==> config.mk <==
export PLATFORM = sky130hd
export DESIGN_NAME = circular_deque
export DESIGN_NICKNAME = d
export VERILOG_FILES = /design/src/sv/cdq_pkg.sv /design/src/sv/cdq_ram.sv /design/src/sv/circular_deque.sv
export SDC_FILE = /design/constraint.sdc
export NUM_CORES = 1
export LEC_CHECK = 0
export BUFFER_PORTS_ARGS = -buffer_cell sky130_fd_sc_hd__clkbuf_2
export CELL_PAD_IN_SITES_DETAIL_PLACEMENT = 1
export CELL_PAD_IN_SITES_GLOBAL_PLACEMENT = 2
export CORE_ASPECT_RATIO = 1.2
export CORE_UTILIZATION = 40
export DETAILED_ROUTE_END_ITERATION = 8
export PLACE_DENSITY = 0.8
export SYNTH_ARGS = -nofsm -noshare
export SYNTH_HDL_FRONTEND = slang
export SYNTH_SLANG_ARGS = --single-unit
==> constraint.sdc <==
create_clock -name clk -period 11.6 [get_ports clk]
set_clock_uncertainty 0.2 [all_clocks]
set_input_delay 2.32 -clock clk [delete_from_list [all_inputs] [get_ports clk]]
set_output_delay 2.32 -clock clk [all_outputs]
set_load 0.02 [all_outputs]
==> src/sv/cdq_pkg.sv <==
`timescale 1ns / 1ps
// ----------------------------------------------------------------------------
// cdq_pkg
// Shared types and width constants for the circular deque: operation codes,
// status codes and the sequencer states.
// ----------------------------------------------------------------------------
package cdq_pkg;

    typedef enum logic [1:0] {
        OP_PUSH_FRONT = 2'd0,
        OP_PUSH_REAR  = 2'd1,
        OP_POP_FRONT  = 2'd2,
        OP_POP_REAR   = 2'd3
    } op_t;

    typedef enum logic [1:0] {
        ST_DONE  = 2'd0,
        ST_FULL  = 2'd1,
        ST_EMPTY = 2'd2
    } status_t;

    typedef enum logic [1:0] {
        S_IDLE  = 2'd0,
        S_FETCH = 2'd1,
        S_DONE  = 2'd2
    } state_t;

    localparam int unsigned DATA_W  = 32;
    localparam int unsigned COUNT_W = 4;

endpackage

==> src/sv/cdq_ram.sv <==
`timescale 1ns / 1ps
// ----------------------------------------------------------------------------
// cdq_ram
// Simple dual-port RAM: one write port, one read port with registered data.
// ----------------------------------------------------------------------------
module cdq_ram #(
    parameter int WIDTH = 32,
    parameter int DEPTH = 8
) (
    input  logic                     clk,
    input  logic                     wr_en,
    input  logic [$clog2(DEPTH)-1:0] wr_addr,
    input  logic [WIDTH-1:0]         wr_data,
    input  logic                     rd_en,
    input  logic [$clog2(DEPTH)-1:0] rd_addr,
    output logic [WIDTH-1:0]         rd_data
);

    logic [WIDTH-1:0] mem [DEPTH];

    always_ff @(posedge clk)
    begin
        if (wr_en)
        begin
            mem[wr_addr] <= wr_data;
        end
        if (rd_en)
        begin
            rd_data <= mem[rd_addr];
        end
    end

endmodule

==> src/sv/circular_deque.sv <==
`timescale 1ns / 1ps
// ----------------------------------------------------------------------------
// circular_deque
// Double-ended queue over a circular RAM of DEPTH signed words, with front
// and rear indices, an element count and cached copies of both end values.
// ----------------------------------------------------------------------------
//
//  channel | signals                                   | direction
//  --------+-------------------------------------------+----------
//  in      | in_valid, in_ready, operation, data_in    | into block
//  out     | out_valid, out_ready, popped_value,       | out of block
//          | status, front_value, rear_value,          |
//          | element_count, is_empty, is_full          |
//
//  Sequence: a push or a rejected operation goes from accept to the done
//  state and then to the output register; a successful pop that leaves
//  elements passes the fetch state first, since the new end value comes back registered from the single RAM read port.
//  One transaction is in flight at a time; a new one is taken in idle.
//  Reset: indices and count go to zero, the deque is empty; the RAM has no
//  reset and only slots that were written are ever read.
//  Stalls: the finished result waits in the sequencer until the output
//  register frees, while the previous result is held on the port.
// ----------------------------------------------------------------------------
module circular_deque #(
    parameter int DEPTH = 8
) (
    input  logic               clk,
    input  logic               rst_n,
    input  logic               in_valid,
    output logic               in_ready,
    input  logic [1:0]         operation,
    input  logic signed [31:0] data_in,
    output logic               out_valid,
    input  logic               out_ready,
    output logic signed [31:0] popped_value,
    output logic [1:0]         status,
    output logic signed [31:0] front_value,
    output logic signed [31:0] rear_value,
    output logic [3:0]         element_count,
    output logic               is_empty,
    output logic               is_full
);

    localparam int AW = $clog2(DEPTH);
    localparam int CW = $clog2(DEPTH + 1);

    // Sequencer
    cdq_pkg::state_t state_reg, state_next;

    // Deque state
    logic [AW-1:0] front_idx_reg, front_idx_next;
    logic [AW-1:0] rear_idx_reg, rear_idx_next;
    logic [CW-1:0] count_reg, count_next;
    logic          empty_reg, empty_next;

    // Cached end values, valid whenever the deque is not empty, except for the end being refilled in the fetch state
    logic signed [31:0] front_val_reg, front_val_next;
    logic signed [31:0] rear_val_reg, rear_val_next;

    // Pending result of the transaction in flight
    logic signed [31:0] popped_reg, popped_next;
    cdq_pkg::status_t   status_reg, status_next;
    logic               fetch_front_reg, fetch_front_next;

    // Output register
    logic               out_valid_reg, out_valid_next;
    logic signed [31:0] out_popped_reg;
    logic [1:0]         out_status_reg;
    logic signed [31:0] out_front_reg;
    logic signed [31:0] out_rear_reg;
    logic [3:0]         out_count_reg;
    logic               out_empty_reg;
    logic               out_full_reg;

    // RAM port
    logic          mem_wr_en;
    logic [AW-1:0] mem_wr_addr;
    logic          mem_rd_en;
    logic [AW-1:0] mem_rd_addr;
    logic [31:0]   mem_rd_data;

    logic          accept;
    logic          need_fetch;
    logic          out_load;
    logic          full;
    cdq_pkg::op_t  op;

    logic [AW-1:0] front_inc, front_dec, rear_inc, rear_dec;

    assign op     = cdq_pkg::op_t'(operation);
    assign accept = in_valid && in_ready;
    assign full   = (count_reg == CW'(DEPTH));

    // Wrap the indices around the ring
    assign front_inc = (front_idx_reg == AW'(DEPTH - 1)) ? '0 : front_idx_reg + AW'(1);
    assign front_dec = (front_idx_reg == '0) ? AW'(DEPTH - 1) : front_idx_reg - AW'(1);
    assign rear_inc  = (rear_idx_reg == AW'(DEPTH - 1)) ? '0 : rear_idx_reg + AW'(1);
    assign rear_dec  = (rear_idx_reg == '0) ? AW'(DEPTH - 1) : rear_idx_reg - AW'(1);

    cdq_ram #(
        .WIDTH (32),
        .DEPTH (DEPTH)
    ) u_ram (
        .clk     (clk),
        .wr_en   (mem_wr_en),
        .wr_addr (mem_wr_addr),
        .wr_data (data_in),
        .rd_en   (mem_rd_en),
        .rd_addr (mem_rd_addr),
        .rd_data (mem_rd_data)
    );

    // ------------------------------------------------------------------
    // Datapath: apply the operation at accept, refill a cached end value
    // from the RAM in the fetch state.
    // ------------------------------------------------------------------
    always_comb
    begin
        front_idx_next   = front_idx_reg;
        rear_idx_next    = rear_idx_reg;
        count_next       = count_reg;
        empty_next       = empty_reg;
        front_val_next   = front_val_reg;
        rear_val_next    = rear_val_reg;
        popped_next      = popped_reg;
        status_next      = status_reg;
        fetch_front_next = fetch_front_reg;
        mem_wr_en        = 1'b0;
        mem_wr_addr      = '0;
        mem_rd_en        = 1'b0;
        mem_rd_addr      = '0;
        need_fetch       = 1'b0;

        if (accept)
        begin
            popped_next = '0;
            status_next = cdq_pkg::ST_DONE;
            case (op)
                cdq_pkg::OP_PUSH_FRONT,
                cdq_pkg::OP_PUSH_REAR:
                begin
                    if (full)
                    begin
                        status_next = cdq_pkg::ST_FULL;
                    end
                    else if (empty_reg)
                    begin
                        // First element: both ends land on slot zero
                        front_idx_next = '0;
                        rear_idx_next  = '0;
                        empty_next     = 1'b0;
                        count_next     = CW'(1);
                        front_val_next = data_in;
                        rear_val_next  = data_in;
                        mem_wr_en      = 1'b1;
                        mem_wr_addr    = '0;
                    end
                    else if (op == cdq_pkg::OP_PUSH_FRONT)
                    begin
                        front_idx_next = front_dec;
                        count_next     = count_reg + CW'(1);
                        front_val_next = data_in;
                        mem_wr_en      = 1'b1;
                        mem_wr_addr    = front_dec;
                    end
                    else
                    begin
                        rear_idx_next  = rear_inc;
                        count_next     = count_reg + CW'(1);
                        rear_val_next  = data_in;
                        mem_wr_en      = 1'b1;
                        mem_wr_addr    = rear_inc;
                    end
                end
                cdq_pkg::OP_POP_FRONT,
                cdq_pkg::OP_POP_REAR:
                begin
                    if (empty_reg)
                    begin
                        status_next = cdq_pkg::ST_EMPTY;
                    end
                    else
                    begin
                        popped_next = (op == cdq_pkg::OP_POP_FRONT) ? front_val_reg
                                                                    : rear_val_reg;
                        count_next  = count_reg - CW'(1);
                        if (front_idx_reg == rear_idx_reg)
                        begin
                            // Last element gone: park both indices at zero
                            empty_next     = 1'b1;
                            front_idx_next = '0;
                            rear_idx_next  = '0;
                        end
                        else if (op == cdq_pkg::OP_POP_FRONT)
                        begin
                            front_idx_next   = front_inc;
                            fetch_front_next = 1'b1;
                            mem_rd_en        = 1'b1;
                            mem_rd_addr      = front_inc;
                            need_fetch       = 1'b1;
                        end
                        else
                        begin
                            rear_idx_next    = rear_dec;
                            fetch_front_next = 1'b0;
                            mem_rd_en        = 1'b1;
                            mem_rd_addr      = rear_dec;
                            need_fetch       = 1'b1;
                        end
                    end
                end
                default:
                begin
                    status_next = cdq_pkg::ST_DONE;
                end
            endcase
        end

        if (state_reg == cdq_pkg::S_FETCH)
        begin
            if (fetch_front_reg)
            begin
                front_val_next = mem_rd_data;
            end
            else
            begin
                rear_val_next = mem_rd_data;
            end
        end
    end

    // ------------------------------------------------------------------
    // Sequencer: next state
    // ------------------------------------------------------------------
    always_comb
    begin
        state_next = state_reg;
        case (state_reg)
            cdq_pkg::S_IDLE:
            begin
                if (accept)
                begin
                    state_next = need_fetch ? cdq_pkg::S_FETCH : cdq_pkg::S_DONE;
                end
            end
            cdq_pkg::S_FETCH:
            begin
                state_next = cdq_pkg::S_DONE;
            end
            cdq_pkg::S_DONE:
            begin
                if (out_load)
                begin
                    state_next = cdq_pkg::S_IDLE;
                end
            end
            default:
            begin
                state_next = cdq_pkg::S_IDLE;
            end
        endcase
    end

    // ------------------------------------------------------------------
    // Sequencer: outputs
    // ------------------------------------------------------------------
    always_comb
    begin
        in_ready = 1'b0;
        out_load = 1'b0;
        case (state_reg)
            cdq_pkg::S_IDLE:
            begin
                in_ready = 1'b1;
            end
            cdq_pkg::S_FETCH:
            begin
                in_ready = 1'b0;
            end
            cdq_pkg::S_DONE:
            begin
                // Hand over once the output register is free or draining
                out_load = !out_valid_reg || out_ready;
            end
            default:
            begin
                in_ready = 1'b0;
            end
        endcase
    end

    always_comb
    begin
        out_valid_next = out_valid_reg;
        if (out_load)
        begin
            out_valid_next = 1'b1;
        end
        else if (out_ready)
        begin
            out_valid_next = 1'b0;
        end
    end

    // Control state
    always_ff @(posedge clk or negedge rst_n)
    begin
        if (!rst_n)
        begin
            state_reg     <= cdq_pkg::S_IDLE;
            front_idx_reg <= '0;
            rear_idx_reg  <= '0;
            count_reg     <= '0;
            empty_reg     <= 1'b1;
            out_valid_reg <= 1'b0;
        end
        else
        begin
            state_reg     <= state_next;
            front_idx_reg <= front_idx_next;
            rear_idx_reg  <= rear_idx_next;
            count_reg     <= count_next;
            empty_reg     <= empty_next;
            out_valid_reg <= out_valid_next;
        end
    end

    // Payload: cached ends, pending result and output register
    always_ff @(posedge clk)
    begin
        front_val_reg   <= front_val_next;
        rear_val_reg    <= rear_val_next;
        popped_reg      <= popped_next;
        status_reg      <= status_next;
        fetch_front_reg <= fetch_front_next;
        if (out_load)
        begin
            out_popped_reg <= popped_reg;
            out_status_reg <= status_reg;
            out_front_reg  <= empty_reg ? '0 : front_val_reg;
            out_rear_reg   <= empty_reg ? '0 : rear_val_reg;
            out_count_reg  <= 4'(count_reg);
            out_empty_reg  <= empty_reg;
            out_full_reg   <= full;
        end
    end

    assign out_valid     = out_valid_reg;
    assign popped_value  = out_popped_reg;
    assign status        = out_status_reg;
    assign front_value   = out_front_reg;
    assign rear_value    = out_rear_reg;
    assign element_count = out_count_reg;
    assign is_empty      = out_empty_reg;
    assign is_full       = out_full_reg;

    // ------------------------------------------------------------------
    // Assertions
    // ------------------------------------------------------------------
    a_count_bound: assert property (@(posedge clk) disable iff (!rst_n)
        count_reg <= CW'(DEPTH))
        else $error("element count beyond depth");

    a_empty_count: assert property (@(posedge clk) disable iff (!rst_n)
        empty_reg == (count_reg == '0))
        else $error("empty flag and count disagree");

    a_empty_parked: assert property (@(posedge clk) disable iff (!rst_n)
        empty_reg |-> (front_idx_reg == '0 && rear_idx_reg == '0))
        else $error("indices not parked while empty");

    a_result_from_done: assert property (@(posedge clk) disable iff (!rst_n)
        $rose(out_valid_reg) |-> $past(state_reg == cdq_pkg::S_DONE))
        else $error("result presented outside the done state");

    a_fetch_after_pop: assert property (@(posedge clk) disable iff (!rst_n)
        state_reg == cdq_pkg::S_FETCH |-> $past(mem_rd_en))
        else $error("fetch state without a RAM read");

endmodule
# Yosys cells after proc, flatten, opt, wreduce, memory -nomap -nowiden
# Memories as Yosys holds them, arrays and structs flattened. A register that Yosys moved wholly into a read port is not among the register bits.
# Index checks and enable logic that the tools add are counted.
dict set report op_classes {
  n_eq_ne 17
  n_reduce_logical 17
  bitwise_logic 3
  addsub 6
  n_mux 72
}
# op n
set ops {}
lappend ops {{$mux 32} 15}
lappend ops {{$mux 3} 26}
lappend ops {{$mux 1} 18}
lappend ops {{$mux 4} 3}
lappend ops {{$ne 3x3->1 const B} 4}
lappend ops {{$pmux 3 s2} 2}
lappend ops {{$reduce_and 5->1} 2}
lappend ops {{$mux 2} 4}
lappend ops {{$ne 2x2->1 const B} 4}
lappend ops {{$pmux 4 s2} 1}
lappend ops {{$add 3x1->3 const B} 2}
lappend ops {{$eq 2x2->1 const B} 3}
lappend ops {{$eq 3x3->1 const B} 2}
lappend ops {{$logic_not 3->1} 2}
lappend ops {{$pmux 2 s3} 1}
lappend ops {{$reduce_or 2->1} 3}
lappend ops {{$sub 3x1->3 const B} 2}
lappend ops {{$add 4x1->4 const B} 1}
lappend ops {{$eq 2x1->1 const B} 2}
lappend ops {{$eq 4x4->1 const B} 1}
lappend ops {{$logic_not 2->1} 2}
lappend ops {{$pmux 2 s2} 1}
lappend ops {{$reduce_and 2->1} 2}
lappend ops {{$reduce_and 4->1} 1}
lappend ops {{other kinds (9)} 11}
dict set report word_totals {
  inputBits 38
  ff_bits 217
  ram_bits 256
  wordCells 134
  out_inout_bits 106
  n_memories 1
}
# memory depth width read_ports rd_ports_with_merged_regs wr line
set memory_table {}
lappend memory_table {u_ram.mem 8 32 1 1 1 cdq_ram.sv:19} ;# logic [WIDTH-1:0] mem [DEPTH];

# Longest topological paths before layout
dict set report depth {
  depth_word 8
  ltp_mapped 9
  mapped_depth_nobuf 7
}

# Hierarchy
# A second synthesis with hierarchy kept.
dict set report unflattened {
  cells_unflattened 1198
  area_unflattened_um2 19683.9
}
# module cells_each seq_area_each_um2 instances area_per_inst_um2
set modules_own_cells {}
lappend modules_own_cells {cdq_ram 415 8648.3 1 10786.6}
lappend modules_own_cells {circular_deque 783 5806.8 1 8897.3}

# Least setup slack after synthesis
# Ideal clock, no wire load.
dict set report synth_path {
  path_kind {in2reg}
  from {input out_ready}
  to {register out_count_reg[0], in the netlist element_count[0], enable pin}
  cell_stages 2
  slack_ns 3.772
  required_time_ns 10.820
  setup_ns 0.580
  t_arrival_ns 7.048
  path_buffers 0
  cell_sequence {nand2b_1 > nor2b_1}
}
dict set report synth_via {
  elab_chain_cells 2
}
# element line
set synth_lines {}
lappend synth_lines {{start, declared} circular_deque.sv:34} ;# input logic out_ready,
lappend synth_lines {{$logic_or 1x1->1} circular_deque.sv:283} ;# out_load = !out_valid_reg || out_ready;
lappend synth_lines {{$mux 1} circular_deque.sv:271} ;# case (state_reg)
lappend synth_lines {{via out_load} circular_deque.sv:84} ;# logic out_load;
lappend synth_lines {{end signal, assigned} circular_deque.sv:342} ;# out_count_reg <= 4'(count_reg);
lappend synth_lines {{end, declared} circular_deque.sv:71} ;# logic [3:0] out_count_reg;
# The timed path passes the listed nets, and every way through them passes these cells.
# A chain may end at the register's enable or synchronous reset.

# Worst setup path after layout
dict set report layout_path {
  from {input operation[0]}
  to {register u_ram.rd_data[12] (read register of u_ram.mem) (data pin)}
}
dict set report layout_via {
  elab_chain_cells 6
  elab_cells_between_ends 10
  classes_between {eq/ne: 2; mux: 7; reduce/logical: 1}
}
# element line
set layout_lines {}
lappend layout_lines {{start, declared} circular_deque.sv:31} ;# input logic [1:0] operation,
lappend layout_lines {{$eq 2x2->1} {circular_deque.sv:138, circular_deque.sv:194}}
lappend layout_lines {{$mux 3} circular_deque.sv:194} ;# else if (op == cdq_pkg::OP_POP_FRONT)
lappend layout_lines {{$mux 3} circular_deque.sv:187} ;# if (front_idx_reg == rear_idx_reg)
lappend layout_lines {{$mux 3} circular_deque.sv:178} ;# if (empty_reg)
lappend layout_lines {{$mux 3} circular_deque.sv:138} ;# case (op)
lappend layout_lines {{$mux 3} circular_deque.sv:134} ;# if (accept)
lappend layout_lines {{end, declared} cdq_ram.sv:16} ;# output logic [WIDTH-1:0] rd_data
# Several ways; a longest one is shown, not always the timed one.

==> results.cfg <==
[synth]
syn_inst = 1360
ys_warn_count = 0
ys_seq_area_share_pct = 71.7
syn_nets = 1408
synth-async-reset-ratio_pct = 2.77
netlist_area_sq_um = 20200
ys_ff_latch = 505
synthDistinctLibCells = 61
syn_area_per_cell_sq_um = 14.8
synth_edf_count = 427
synthFlopType = edfxtp_1

[sta]
clock.fmax_mhz = 164
setup_tns_ns = 0
setup_slack_ns = 5.51
setup_violations = 0
finalCritPeriodShare_pct = 52.5
slew_headroom_pct = 23.1
worst_pin_slew_ns = 1.15
hold_viol_final = 0
fin_hold_ws_ns = 0.219
period_minus_slack_ns = 6.09
drv_slew = 0
grt_setup_unrepaired = no

[layout]
syn_to_final_growth_pct = 14.5
fillers = 4907
nNetsFinal = 1527
largest-register = u_ram.mem
final_common_cell = edfxtp_1
largest_reg_flops = 256
layout_common_cells = edfxtp_1, clkbuf_2, and3_1, mux2i_1, nand2_1
drive_above_1_share_pct = 20.1
register_area_sq_um = 14500
multi_input_area_sq_um = 5260
num_antenna_cells = 0

[clocking]
root_buffer = clkbuf_16
cts_tree = done
clk_latency_ns = 0.56
postCtsHoldBufs = 0
cts_setup_buffers = 0
clock_path_buffers = 3
cts-resized-gates = 0
cts_sinks = 505
htree_levels = 2
clk_pin_slew_worst_paths_ns = 0.06
cts_buffers = 48

[worst_setup_path]
arrival_ns = 6.19
worstReg2RegStart = state_reg[1]$_DFFE_PN0P_
cp-start-kind = input pin
cp-end-kind = register
path_delay_family = buffers and inverters
cp.required_ns = 11.70
cp_num_buf_inv = 4
crit_path_frequent_cell = buf_4
slowest_stage = buf_4
worst_path_largest_cell_delay_ns = 0.88
path_cells = buf_2 > buf_4 > nor3b_1 > a21oi_4 > buf_4 > nand2_4 > buf_4 > a221oi_1 > nor4_1
critPathKind = input pin to register
critPathMaxFanout = 130
critPathLaunch = operation[0]

[route]
num_vias = 11749
totalWireLength_microns = 46800
dr.pass1.iters = 9
postRouteAntennaNets = 0
vias_per_cell = 5.45
drt_iter0_markers = 756
drc = 0
wl_per_cell_microns = 21.7

[die]
rows = 89
start_util_pct = 40.8
ios = 144
die_area_sq_um = 51300
core_sq_um = 49400
die_h_microns = 248
die_w_microns = 207

[placement]
dp_slack_ns = 4.91
gp_congestion = 0.730
post-dp-hpwl_microns = 26100
io_buffers = 143

[power_and_ir_drop]
p_leak_nw = 8.25
report.power.total_mw = 5.87
p_per_area_nw_per_um2 = 254
vdd_drop_max_uv = 212

[grt]
grt_pass1_wl_microns = 72600
grt_max_degree = 131
grt_overflow_total = 0
antenna_found_initial = 0
grt_pass1_vias = 12420
grtUsageTotal_pct = 18.5

[worst_hold_path]
hold_class = register to register
worst_hold_startpoint = popped_reg[11]$_SDFFCE_PP0P_

[status]
status = completed

[run]
timing.max_cap.violations = 0
[stage by stage]
stage	utilization, %	std cells	cell area [sq um]
finish	46.7	2156	23100
global route	46.7	2156	23100
CTS	46.7	2156	23100
detailed placement	43.4	2066	21400
global placement	43.4	2066	21400
floorplan	-	1360	20200
[Yosys cell counts, drive strengths merged (32+ instances only)]
| master | n | area share (%) |
|---|---|---|
| and3 | 127 | 3.9 |
| buf | 53 | 1.5 |
| nor2 | 53 | 0.99 |
| nand2 | 75 | 1.4 |
| nor4 | 32 | 1.1 |
| a211oi | 96 | 4.3 |
| clkbuf | 42 | 0.78 |
| edfxtp | 427 | 64 |
| mux2i | 100 | 5.0 |
| o21ai | 74 | 1.8 |
| dfxtp | 64 | 6.4 |
| nor2b | 70 | 2.2 |
[where the power goes]
| part | internal [mW] | switching [mW] |
|---|---|---|
| logic | 0.487 | 1.02 |
| clock network | 0.946 | 0.676 |
| registers | 2.52 | 0.213 |
[layout make-up]
| type | count | share of cell area [%] |
|---|---|---|
| inverter | 14 | 0.260 |
| multi-input combinational | 746 | 22.8 |
| sequential | 505 | 62.6 |
| clock buffer | 60 | 5.75 |
| tap | 637 | 3.45 |
| timing repair buffer | 164 | 3.78 |
| clock inverter | 30 | 1.33 |
[routing by layer]
layer / vias up / global-route usage, % / wire length [microns]
met5: - / 0 / 0
met4: 0 / 5.13 / 966
met3: 64 / 2.27 / 1520
met2: 199 / 32.9 / 24100
met1: 6024 / 23.7 / 20200
li1: 5462 / - / -
[kinds of logic after synthesis]
logic type	after synthesis	synth area share (%)
AOI/OAI and AO/OA	236	8.81
xor gates and xnor gates	3	0.130
muxes	105	5.24
adders and majority gates	10	0.621
DFF	505	71.7
and+or+nand+nor	392	10.9
buffers and inverters	109	2.62
[path summary, 6_finish.rpt]
check	cells past startpoint	slack, ns	to
max	9	5.51	u_ram.rd_data[12]$_DFFE_PP_
max reg2reg	8	6.93	u_ram.rd_data[12]$_DFFE_PP_
min reg2reg	0	0.22	popped_value[11]$_DFFE_PP_
max in group asynchronous	1	9.41	empty_reg$_DFFE_PN1P_
min in group asynchronous	1	1.47	out_valid$_DFFE_PN0P_
min	0	0.22	popped_value[11]$_DFFE_PP_
(Power assumes the default switching activity.)
